### config.mk
export PLATFORM = sky130hd
export DESIGN_NAME = tls_client_hello_detector_unit
export DESIGN_NICKNAME = d
export VERILOG_FILES = /design/src/rtl/tchd_pkg.sv /design/src/rtl/tchd_frame_parser.sv /design/src/rtl/tls_client_hello_detector_unit.sv
export SDC_FILE = /design/constraint.sdc
export NUM_CORES = 1
export LEC_CHECK = 0
export ABC_AREA = 1
export BUFFER_PORTS_ARGS = -buffer_cell sky130_fd_sc_hd__buf_2
export CORE_MARGIN = 1.5
export CORE_UTILIZATION = 56
export CTS_BUF_LIST = sky130_fd_sc_hd__clkbuf_16
export DETAILED_ROUTE_END_ITERATION = 7
export MAX_ROUTING_LAYER = met4
export PLACE_DENSITY = 0.88
export SLEW_MARGIN = 20
export SYNTH_ARGS = -nofsm -noshare
export SYNTH_HDL_FRONTEND = slang
export SYNTH_SLANG_ARGS = --single-unit
### constraint.sdc
create_clock -name clock -period 4.4 [get_ports clock]
set_input_delay 0.44 -clock clock [delete_from_list [all_inputs] [get_ports clock]]
set_output_delay 0.44 -clock clock [all_outputs]
set_load 0.03 [all_outputs]
### src/rtl/tchd_pkg.sv
package tchd_pkg;

   localparam int CAPTURE_LIMIT_DEFAULT    = 1024;
   localparam int MAX_FRAME_LENGTH_DEFAULT = 65535;

   localparam int CAPTURE_LENGTH_CEIL = 2047;

   localparam logic [15:0] ETH_TYPE_HI_POS = 16'd12;
   localparam logic [15:0] ETH_TYPE_LO_POS = 16'd13;
   localparam logic [15:0] IP_VER_IHL_POS  = 16'd14;
   localparam logic [15:0] IP_PROTO_POS    = 16'd23;
   localparam logic [15:0] TCP_DOFF_BASE   = 16'd26;
   localparam logic [15:0] OFFSET_MAX      = 16'hFFFF;

   localparam logic [7:0]  ETH_HDR_LEN     = 8'd14;
   localparam logic [15:0] ETHERTYPE_IPV4  = 16'h0800;
   localparam logic [7:0]  IP_MIN_LEN      = 8'd20;
   localparam logic [7:0]  IP_PROTO_TCP    = 8'd6;
   localparam logic [7:0]  TCP_MIN_LEN     = 8'd20;
   localparam logic [7:0]  PAYLOAD_NEED    = 8'd6;
   localparam logic [15:0] MIN_HELLO_LEN   = 16'd60;

   localparam logic [7:0]  TLS_HANDSHAKE   = 8'h16;
   localparam logic [7:0]  TLS_MAJOR       = 8'h03;
   localparam logic [7:0]  TLS_CLIENT_HELLO = 8'h01;

   typedef enum logic [3:0] {
      VERDICT_MATCH         = 4'd0,
      VERDICT_SHORT_ETH     = 4'd1,
      VERDICT_NOT_IPV4      = 4'd2,
      VERDICT_SHORT_IP      = 4'd3,
      VERDICT_NOT_TCP       = 4'd4,
      VERDICT_BAD_IHL       = 4'd5,
      VERDICT_SHORT_TCP     = 4'd6,
      VERDICT_BAD_DOFF      = 4'd7,
      VERDICT_SHORT_PAYLOAD = 4'd8,
      VERDICT_NO_HELLO      = 4'd9
   } verdict_type;

   typedef struct packed {
      logic [7:0] frame_byte;
      logic       end_of_frame;
   } req_payload_type;

   typedef struct packed {
      logic        is_client_hello;
      logic [3:0]  verdict_code;
      logic [15:0] frame_length;
      logic [10:0] capture_length;
   } rsp_payload_type;

endpackage

### src/rtl/tchd_frame_parser.sv
module tchd_frame_parser #(
   parameter int CAPTURE_LIMIT    = tchd_pkg::CAPTURE_LIMIT_DEFAULT,
   parameter int MAX_FRAME_LENGTH = tchd_pkg::MAX_FRAME_LENGTH_DEFAULT
) (
   input  logic                      clock,
   input  logic                      reset,
   input  logic                      advance,
   input  tchd_pkg::req_payload_type item,
   output tchd_pkg::rsp_payload_type result
);
   import tchd_pkg::*;

   localparam int          ClenCapInt = (CAPTURE_LIMIT > CAPTURE_LENGTH_CEIL) ?
                                        CAPTURE_LENGTH_CEIL : CAPTURE_LIMIT;
   localparam logic [15:0] ClenCap    = 16'(ClenCapInt);
   localparam logic [15:0] FlenMax    = 16'(MAX_FRAME_LENGTH);

   logic [15:0] offset_ff, offset_in;
   logic [7:0]  ether_hi_ff, ether_hi_in;
   logic [7:0]  ether_lo_ff, ether_lo_in;
   logic [7:0]  ip_protocol_ff, ip_protocol_in;
   logic [5:0]  ip_header_bytes_ff, ip_header_bytes_in;
   logic [5:0]  tcp_header_bytes_ff, tcp_header_bytes_in;
   logic [2:0]  hello_matches_ff, hello_matches_in;

   logic [7:0]  ether_hi_nx, ether_lo_nx, ip_protocol_nx;
   logic [5:0]  ihb_nx, thb_nx;
   logic [2:0]  hello_nx;
   logic [15:0] doff_pos, pay_pos, len;
   logic [7:0]  tcp_start, pay_start;
   verdict_type verdict;

   always_comb begin
      ether_hi_nx    = ether_hi_ff;
      ether_lo_nx    = ether_lo_ff;
      ip_protocol_nx = ip_protocol_ff;
      ihb_nx         = ip_header_bytes_ff;
      thb_nx         = tcp_header_bytes_ff;
      hello_nx       = hello_matches_ff;
      doff_pos       = TCP_DOFF_BASE + {10'd0, ip_header_bytes_ff};
      pay_pos        = {8'd0, ETH_HDR_LEN} + {10'd0, ip_header_bytes_ff}
                       + {10'd0, tcp_header_bytes_ff};

      if (offset_ff == ETH_TYPE_HI_POS) ether_hi_nx = item.frame_byte;
      if (offset_ff == ETH_TYPE_LO_POS) ether_lo_nx = item.frame_byte;
      if (offset_ff == IP_VER_IHL_POS)  ihb_nx = {item.frame_byte[3:0], 2'b00};
      if (offset_ff == IP_PROTO_POS)    ip_protocol_nx = item.frame_byte;
      if (offset_ff > IP_VER_IHL_POS && offset_ff == doff_pos) begin
         thb_nx = {item.frame_byte[7:4], 2'b00};
      end
      if (offset_ff > doff_pos) begin
         if (offset_ff == pay_pos && item.frame_byte == TLS_HANDSHAKE) hello_nx[0] = 1'b1;
         if (offset_ff == pay_pos + 16'd1 && item.frame_byte == TLS_MAJOR) hello_nx[1] = 1'b1;
         if (offset_ff == pay_pos + 16'd5 && item.frame_byte == TLS_CLIENT_HELLO) begin
            hello_nx[2] = 1'b1;
         end
      end

      len = (offset_ff != OFFSET_MAX) ? offset_ff + 16'd1 : offset_ff;
   end

   always_comb begin
      tcp_start = ETH_HDR_LEN + {2'b00, ihb_nx};
      pay_start = tcp_start + {2'b00, thb_nx};
      if (len < {8'd0, ETH_HDR_LEN}) begin
         verdict = VERDICT_SHORT_ETH;
      end else if ({ether_hi_nx, ether_lo_nx} != ETHERTYPE_IPV4) begin
         verdict = VERDICT_NOT_IPV4;
      end else if (len < {8'd0, ETH_HDR_LEN + IP_MIN_LEN}) begin
         verdict = VERDICT_SHORT_IP;
      end else if (ip_protocol_nx != IP_PROTO_TCP) begin
         verdict = VERDICT_NOT_TCP;
      end else if ({2'b00, ihb_nx} < IP_MIN_LEN) begin
         verdict = VERDICT_BAD_IHL;
      end else if (len < {8'd0, tcp_start}) begin
         verdict = VERDICT_SHORT_IP;
      end else if (len < {8'd0, tcp_start + TCP_MIN_LEN}) begin
         verdict = VERDICT_SHORT_TCP;
      end else if ({2'b00, thb_nx} < TCP_MIN_LEN) begin
         verdict = VERDICT_BAD_DOFF;
      end else if (len < {8'd0, pay_start}) begin
         verdict = VERDICT_SHORT_TCP;
      end else if (len < {8'd0, pay_start + PAYLOAD_NEED}) begin
         verdict = VERDICT_SHORT_PAYLOAD;
      end else if (hello_nx != 3'b111) begin
         verdict = VERDICT_NO_HELLO;
      end else begin
         verdict = VERDICT_MATCH;
      end

      result.is_client_hello = (verdict == VERDICT_MATCH);
      result.verdict_code    = verdict;
      result.frame_length    = (len > FlenMax) ? FlenMax : len;
      result.capture_length  = (len > ClenCap) ? ClenCap[10:0] : len[10:0];
   end

   always_comb begin
      offset_in           = offset_ff;
      ether_hi_in         = ether_hi_ff;
      ether_lo_in         = ether_lo_ff;
      ip_protocol_in      = ip_protocol_ff;
      ip_header_bytes_in  = ip_header_bytes_ff;
      tcp_header_bytes_in = tcp_header_bytes_ff;
      hello_matches_in    = hello_matches_ff;
      if (advance) begin
         if (item.end_of_frame) begin
            offset_in           = '0;
            ether_hi_in         = '0;
            ether_lo_in         = '0;
            ip_protocol_in      = '0;
            ip_header_bytes_in  = '0;
            tcp_header_bytes_in = '0;
            hello_matches_in    = '0;
         end else begin
            offset_in           = len;
            ether_hi_in         = ether_hi_nx;
            ether_lo_in         = ether_lo_nx;
            ip_protocol_in      = ip_protocol_nx;
            ip_header_bytes_in  = ihb_nx;
            tcp_header_bytes_in = thb_nx;
            hello_matches_in    = hello_nx;
         end
      end
   end

   always_ff @(posedge clock) begin
      if (reset) begin
         offset_ff           <= '0;
         ether_hi_ff         <= '0;
         ether_lo_ff         <= '0;
         ip_protocol_ff      <= '0;
         ip_header_bytes_ff  <= '0;
         tcp_header_bytes_ff <= '0;
         hello_matches_ff    <= '0;
      end else begin
         offset_ff           <= offset_in;
         ether_hi_ff         <= ether_hi_in;
         ether_lo_ff         <= ether_lo_in;
         ip_protocol_ff      <= ip_protocol_in;
         ip_header_bytes_ff  <= ip_header_bytes_in;
         tcp_header_bytes_ff <= tcp_header_bytes_in;
         hello_matches_ff    <= hello_matches_in;
      end
   end

endmodule

### src/rtl/tls_client_hello_detector_unit.sv
// TLS ClientHello detector.
// req_ channel: one frame byte per transaction, end_of_frame set on the
// last byte of each frame. rsp_ channel: one verdict transaction per frame
// (ClientHello flag, reason code, frame length, capture length).
// A transaction is taken on a clock edge with valid high and stall low.
// Throughput: one byte per cycle, sustained, as long as rsp_stall is low.
// The final byte passes through the input register, then the result
// register, whose output drives rsp_valid and rsp_payload.
// Bytes that do not end a frame never wait on the result side. When the
// receiver stalls and a verdict is still held, a final byte parks in the
// input register and req_stall rises until the held verdict is taken.
// Reset (synchronous, active high) empties both registers and clears all
// per-frame parse state; the parse state also clears after every frame.
module tls_client_hello_detector_unit #(
   parameter int CAPTURE_LIMIT    = tchd_pkg::CAPTURE_LIMIT_DEFAULT,
   parameter int MAX_FRAME_LENGTH = tchd_pkg::MAX_FRAME_LENGTH_DEFAULT
) (
   input  logic                      clock,
   input  logic                      reset,
   input  logic                      req_valid,
   output logic                      req_stall,
   input  tchd_pkg::req_payload_type req_payload,
   output logic                      rsp_valid,
   input  logic                      rsp_stall,
   output tchd_pkg::rsp_payload_type rsp_payload
);
   import tchd_pkg::*;

   logic            in_valid_ff, in_valid_in;
   req_payload_type in_data_ff, in_data_in;
   logic            rsp_valid_ff, rsp_valid_in;
   rsp_payload_type rsp_data_ff, rsp_data_in;
   rsp_payload_type parse_result;
   logic            out_free, advance, req_take;

   assign out_free  = !rsp_valid_ff || !rsp_stall;
   assign advance   = in_valid_ff && (!in_data_ff.end_of_frame || out_free);
   assign req_stall = in_valid_ff && !advance;
   assign req_take  = req_valid && !req_stall;

   tchd_frame_parser #(
      .CAPTURE_LIMIT   (CAPTURE_LIMIT),
      .MAX_FRAME_LENGTH(MAX_FRAME_LENGTH)
   ) u_parser (
      .clock  (clock),
      .reset  (reset),
      .advance(advance),
      .item   (in_data_ff),
      .result (parse_result)
   );

   always_comb begin
      in_valid_in  = in_valid_ff;
      in_data_in   = in_data_ff;
      rsp_valid_in = rsp_valid_ff && rsp_stall;
      rsp_data_in  = rsp_data_ff;
      if (advance) in_valid_in = 1'b0;
      if (req_take) begin
         in_valid_in = 1'b1;
         in_data_in  = req_payload;
      end
      if (advance && in_data_ff.end_of_frame) begin
         rsp_valid_in = 1'b1;
         rsp_data_in  = parse_result;
      end
   end

   always_ff @(posedge clock) begin
      if (reset) begin
         in_valid_ff  <= 1'b0;
         rsp_valid_ff <= 1'b0;
      end else begin
         in_valid_ff  <= in_valid_in;
         rsp_valid_ff <= rsp_valid_in;
      end
      in_data_ff  <= in_data_in;
      rsp_data_ff <= rsp_data_in;
   end

   assign rsp_valid   = rsp_valid_ff;
   assign rsp_payload = rsp_data_ff;

   a_stall_only_on_final_byte: assert property (@(posedge clock) disable iff (reset)
      req_stall |-> (in_valid_ff && in_data_ff.end_of_frame && rsp_valid_ff))
      else $error("input held back without a pending final byte");

   a_held_byte_kept: assert property (@(posedge clock) disable iff (reset)
      (in_valid_ff && !advance) |=> (in_valid_ff && $stable(in_data_ff)))
      else $error("held input byte lost");

   a_match_min_length: assert property (@(posedge clock) disable iff (reset)
      (rsp_valid && rsp_payload.verdict_code == VERDICT_MATCH) |->
      (rsp_payload.is_client_hello && rsp_payload.frame_length >= MIN_HELLO_LEN))
      else $error("match verdict on a frame too short to hold one");

endmodule

-- Word level (Yosys, flattened, before mapping)
Index checks and enable logic that the tools add are counted.
- $add $sub $neg: 10
- $lt $le $gt $ge: 12
- equality and inequality tests: 15
- muxes and demuxes: 31
- reductions and logical operators: 18
- operator list (kind ; number):
    $eq 16x16->1 ; 4
    $lt 16x8->1 ; 4
    $eq 16x4->1 const B ; 3
    $mux 8 ; 6
    $mux 4 ; 11
    $add 16x1->16 const B ; 2
    $mux 16 ; 2
    $mux 6 ; 4
    $add 16x3->16 const B ; 1
    $add 16x6->16 ; 1
    $eq 16x5->1 const B ; 1
    $gt 16x11->1 const B ; 1
    $gt 16x16->1 ; 1
    $gt 16x16->1 const B ; 1
    $gt 16x4->1 const B ; 1
    $lt 16x4->1 const B ; 1
    $lt 16x6->1 const B ; 1
    $ne 16x12->1 const B ; 1
    $ne 16x16->1 const B ; 1
    $add 4x6->7 const A ; 2
    $lt 6x5->1 const B ; 2
    $logic_and 1x1->1 ; 9
    $add 8x3->8 const B ; 1
    $add 8x5->8 const B ; 1
    other kinds (13) ; 24
- flip-flop bits (word level): 98
- input bits: 13
- output and inout port bits: 34
- word-level logic and storage cells: 101

-- Longest topological paths before layout
- depth after elaboration: 20
- mapped depth: 41
- mapped depth without buffers: 41

-- Cells and area by module
From an unflattened synthesis, not the netlist that was laid out.
- cell total of the unflattened synthesis: 993
- area total of the unflattened synthesis: 6998.0 µm²
- by module, submodules not included (module ; instances ; cells each ; area an instance (µm²) ; sequential area each (µm²)):
    tchd_frame_parser ; 1 ; 933 ; 5656.7 ; 1101.1
    tls_client_hello_detector_unit ; 1 ; 60 ; 1341.3 ; 1271.2

-- Worst setup path after synthesis
No wires, ideal clock.
- path type: register -> register
- start: register u_parser.ip_header_bytes_ff[1]
- end: register rsp_data_ff (netlist bit rsp_payload[31]), data pin
- library setup time: 0.252 ns
- data arrival time: 4.473 ns
- required time: 4.148 ns
- path slack: -0.325 ns
- cell stages (with the launch flop): 37
- buffers on the path: 0
- period minus slack after synthesis: 4.725 ns
- cell sequence: dfxtp_1 -> inv_1 -> o21ai_0 -> o21ai_0 -> ha_1 -> inv_1 -> nor3_1 -> nand3_2 -> nor2_2 -> nand2_2 -> inv_2 -> nor2_1 -> ha_1 -> fa_1 -> xor2_1 -> inv_1 -> ha_1 -> nor3_1 -> nand2_1 -> o21ai_0 -> inv_1 -> ha_1 -> nand2_1 -> o21ai_0 -> nor2_1 -> nand2_1 -> nand2_1 -> inv_1 -> nand2_1 -> nand2_1 -> nand2_1 -> nand2_1 -> nand2_1 -> nand2_1 -> nand2_1 -> nand2_1 -> nor2_1
- RTL lines (what ; line ; source):
    from (decl) ; tchd_frame_parser.sv:22 ; logic [5:0] ip_header_bytes_ff, ip_header_bytes_in;
    from (signal assigned) ; tchd_frame_parser.sv:140 ; ip_header_bytes_ff <= ip_header_bytes_in;
    to (signal assigned) ; tls_client_hello_detector_unit.sv:77 ; rsp_data_ff <= rsp_data_in;
    to (decl) ; tls_client_hello_detector_unit.sv:32 ; rsp_payload_type rsp_data_ff, rsp_data_in;

==> run_results.csv <==
group,metric,value,unit
floorplanning,rows,40,
synth,ys_warn_count,0,
clock_network,clk_root_buffer_cell,"clkbuf_16",
detailed_routing,first_pass_iters,6,
grt,grt_pass1_vias,6692,
grt,gr-total-overflow,0,
critical_path,cpMostUsedCell,"nand2_1",
detailed_routing,drc,0,
timing,fmax,195,MHz
clock_network,cts_tree,"done",
detailed_routing,vias,7435,
synth,ys_seq_area_frac,0.335,
floorplanning,ios,47,
place,io_buffers,46,
critical_path,start_kind,"flop",
detailed_routing,vias_per_cell,5.80,
clock_network,cts_buffer_depth,2,
critical_path,cp.required,4.51,ns
clock_network,htreeDepth,3,
power_and_ir_drop,total_power,1.82,mW
floorplanning,die_area,13300,um2
power_and_ir_drop,p_per_area,215,nW/um2
finish,final_common_cell,"nand2_1",
place,gp_congestion,1.02,
timing,slew_violations,0,
synth,synth_top_area_share,0.174,
job,cap_viol_max_count,0,
floorplanning,die_h,115,um
clock_network,clkLatencyLatePin,0.36,ns
floorplanning,fp.coreArea,12200,um2
place,post-dp-hpwl,14100,um
power_and_ir_drop,leakage,4.00,nW
place,dp_worst_setup_slack,-0.323,ns
timing,final.setup_skew,0.00594,ns
floorplanning,start_util,0.582,
finish,drive_gt1_frac,0.196,
power_and_ir_drop,intPower,1.37,mW
power_and_ir_drop,p_sw_frac,0.246,
timing,hold_viol,0,
timing,maxSlewHeadroom,0.348,
clock_network,clkTransAtPathRegs,0.07,ns
critical_path,cp_slowest_stage_delay,0.36,ns
synth,synth_cell_types,42,
power_and_ir_drop,ir_worst_vdd,0.275,mV
grt,grt_pass1_wl,31500,um
critical_path,crit_start,"u_parser.ip_header_bytes_ff[1]$_SDFFE_PP0P_",
synth,async_flop_share,0,
critical_path,crit_path_top_delay_cell,"dfxtp_4",
power_and_ir_drop,seq_power_share,0.530,
detailed_routing,wirelength,20800,um
timing,layout_min_cycle_time,5.12,ns
critical_path,worstSetupEndpointType,"flop",
grt,antenna_found_initial,0,
timing,fin_hold_ws,0.254,ns
critical_path,crit_end,"rsp_payload[31]$_DFFE_PP_",
detailed_routing,drt_iter0_markers,869,
synth,synthesis.nets,1076,
critical_path,reg2reg_depth,38,
critical_path,arrival,5.23,ns
run_status,status,"complete, but fails checks",
synth,synthTopCellsByArea,"edfxtp_1, nand2_1, dfxtp_1",
critical_path,reg2reg_setup_slack,-0.72,ns
clock_network,cts_made_buffers,9,
timing,setup_viol_count_final,5,
clock_network,clock-sinks,98,
timing,grt_setup_unrepaired,"yes",
synth,syn_inst,1006,
power_and_ir_drop,pwr-share-comb,0.049,
finish,final_cell_mix,"nand2_1, inv_1, nor2_1",
synth,synth_edf_count,41,
timing,tightest_slew,0.979,ns
timing,fin_crit_sh,1.16,
run_status,violations,"negative setup slack",
synth,synth_seq_cells,98,
floorplanning,die_w,115,um
grt,grt_max_degree,52,
timing,fin_setup_tns,-2.47,ns
worst_hold_path,hp-class,"in2reg",
synth,synth_flop_cell,"dfxtp_1",
timing,setup_slack,-0.718,ns
finish,areaGrowthSynthToFinish,19.2,%
power_and_ir_drop,pwr-share-clk,0.421,
power_and_ir_drop,p_switching,0.447,mW
critical_path,crit_fanout,6,
synth,synth_area,7080,um2
grt,grt_use_total,0.311,
detailed_routing,wire_per_inst,16.2,um
synth,avgSynthCellArea,7.04,um2
synth,yosys.area.top_type,"edfxtp_1",
finish,diodes,0,
detailed_routing,ant_nets,0,
critical_path,crit_type,"reg2reg",
finish,num-nets-final,1180,
critical_path,r2r-end,"rsp_payload[31]$_DFFE_PP_",
critical_path,r2r_start,"u_parser.ip_header_bytes_ff[1]$_SDFFE_PP0P_",
[metal layers]
layer  GRT usage  up-vias  routed length (um)
li1            -     3469                   -
met1       0.366     3328                7700
met2       0.509      507                9760
met3      0.0643      131                2070
met4       0.149        0                1230
met5           -        -                   0
[power by group through the flow]
stage	sequential, mW	combinational, mW	clock (mW)
floorplan	0.997	0.0414	0
global placement	0.983	0.0838	0
detailed placement	0.984	0.0851	0
CTS	0.962	0.0857	0.766
global route	0.964	0.0940	0.803
finish	0.963	0.0886	0.765
[worst min path at each step]
stage / from / end / slack, ns / cells after the start
6_report: req_payload[2] / in_data_ff[2]$_DFFE_PP_ / 0.25 / 1
5_1_grt: req_payload[5] / in_data_ff[5]$_DFFE_PP_ / 0.25 / 1
4_1_cts: req_payload[2] / in_data_ff[2]$_DFFE_PP_ / 0.25 / 1
3_5_place_dp: u_parser.hello_matches_ff[1]$_SDFFE_PP0P_ / u_parser.hello_matches_ff[1]$_SDFFE_PP0P_ / 0.45 / 2
3_3_place_gp: u_parser.hello_matches_ff[0]$_SDFFE_PP0P_ / u_parser.hello_matches_ff[0]$_SDFFE_PP0P_ / 0.44 / 2
2_1_floorplan: u_parser.hello_matches_ff[0]$_SDFFE_PP0P_ / u_parser.hello_matches_ff[0]$_SDFFE_PP0P_ / 0.43 / 2
[per-stage QoR]
stage | area, um2 | util | instances
detailed placement | 7880 | 0.648 | 1252
global route | 8440 | 0.694 | 1283
floorplan | 7140 | - | 1006
finish | 8440 | 0.694 | 1283
CTS | 8290 | 0.681 | 1278
global placement | 7880 | 0.648 | 1252
[state kept, by name, indices dropped and copies added (netlist names)]
register / cells
u_parser.ip_protocol_ff: 8
u_parser.hello_matches_ff: 3
in_valid_ff: 1
u_parser.ether_lo_ff: 8
u_parser.ip_header_bytes_ff: 6
u_parser.offset_ff: 16
u_parser.ether_hi_ff: 8
rsp_payload: 32
u_parser.tcp_header_bytes_ff: 6
in_data_ff: 9
rsp_valid: 1
[cell usage after synthesis (all sizes together) (4+ instances only)]
cell and number:
a21oi 83, a2bb2oi 4, buf 12, clkbuf 18, dfxtp 57, edfxtp 41
ha 55, inv 130, nand2 312, nand3 51, nand3b 4, nand4 24
nor2 101, nor3 14, nor4 7, o21ai 44, or2 5, xnor2 5
xor2 30
[cell type report]
class	instances	area, um2
Multi-Input combinational cell	748	4260
Fill cell	892	3720
Sequential cell	98	2380
Timing Repair Buffer	123	812
Inverter	130	495
Clock buffer	9	225
Tap cell	168	210
Clock inverter	7	58.8
[timing repair]
action / CTS / global route
setup endpoints to repair: 5 / 5
buffers inserted: 10 / 6
pin swaps: 19 / 29
resized for setup: 13 / 28
hold buffers: 0 / 0
[logic make-up after synthesis]
group / share of synthesized area
adders and majority gates: 0.103
DFF: 0.335
buffers and inverters: 0.0921
xor gates and xnor gates: 0.0433
AOI/OAI and AO/OA: 0.102
and+or+nand+nor: 0.325
[critical path: cells and delay by family, from the launching register on]
| kind | cells | cell delay, ns |
|---|---|---|
| compound gates | 5 | 0.69 |
| xor+xnor | 3 | 0.44 |
| fa+ha+maj | 4 | 1.02 |
| buf+inv | 4 | 0.39 |
| flops | 1 | 0.36 |
| simple gates | 22 | 1.96 |
Note: power is estimated with default switching activity, not from simulation.
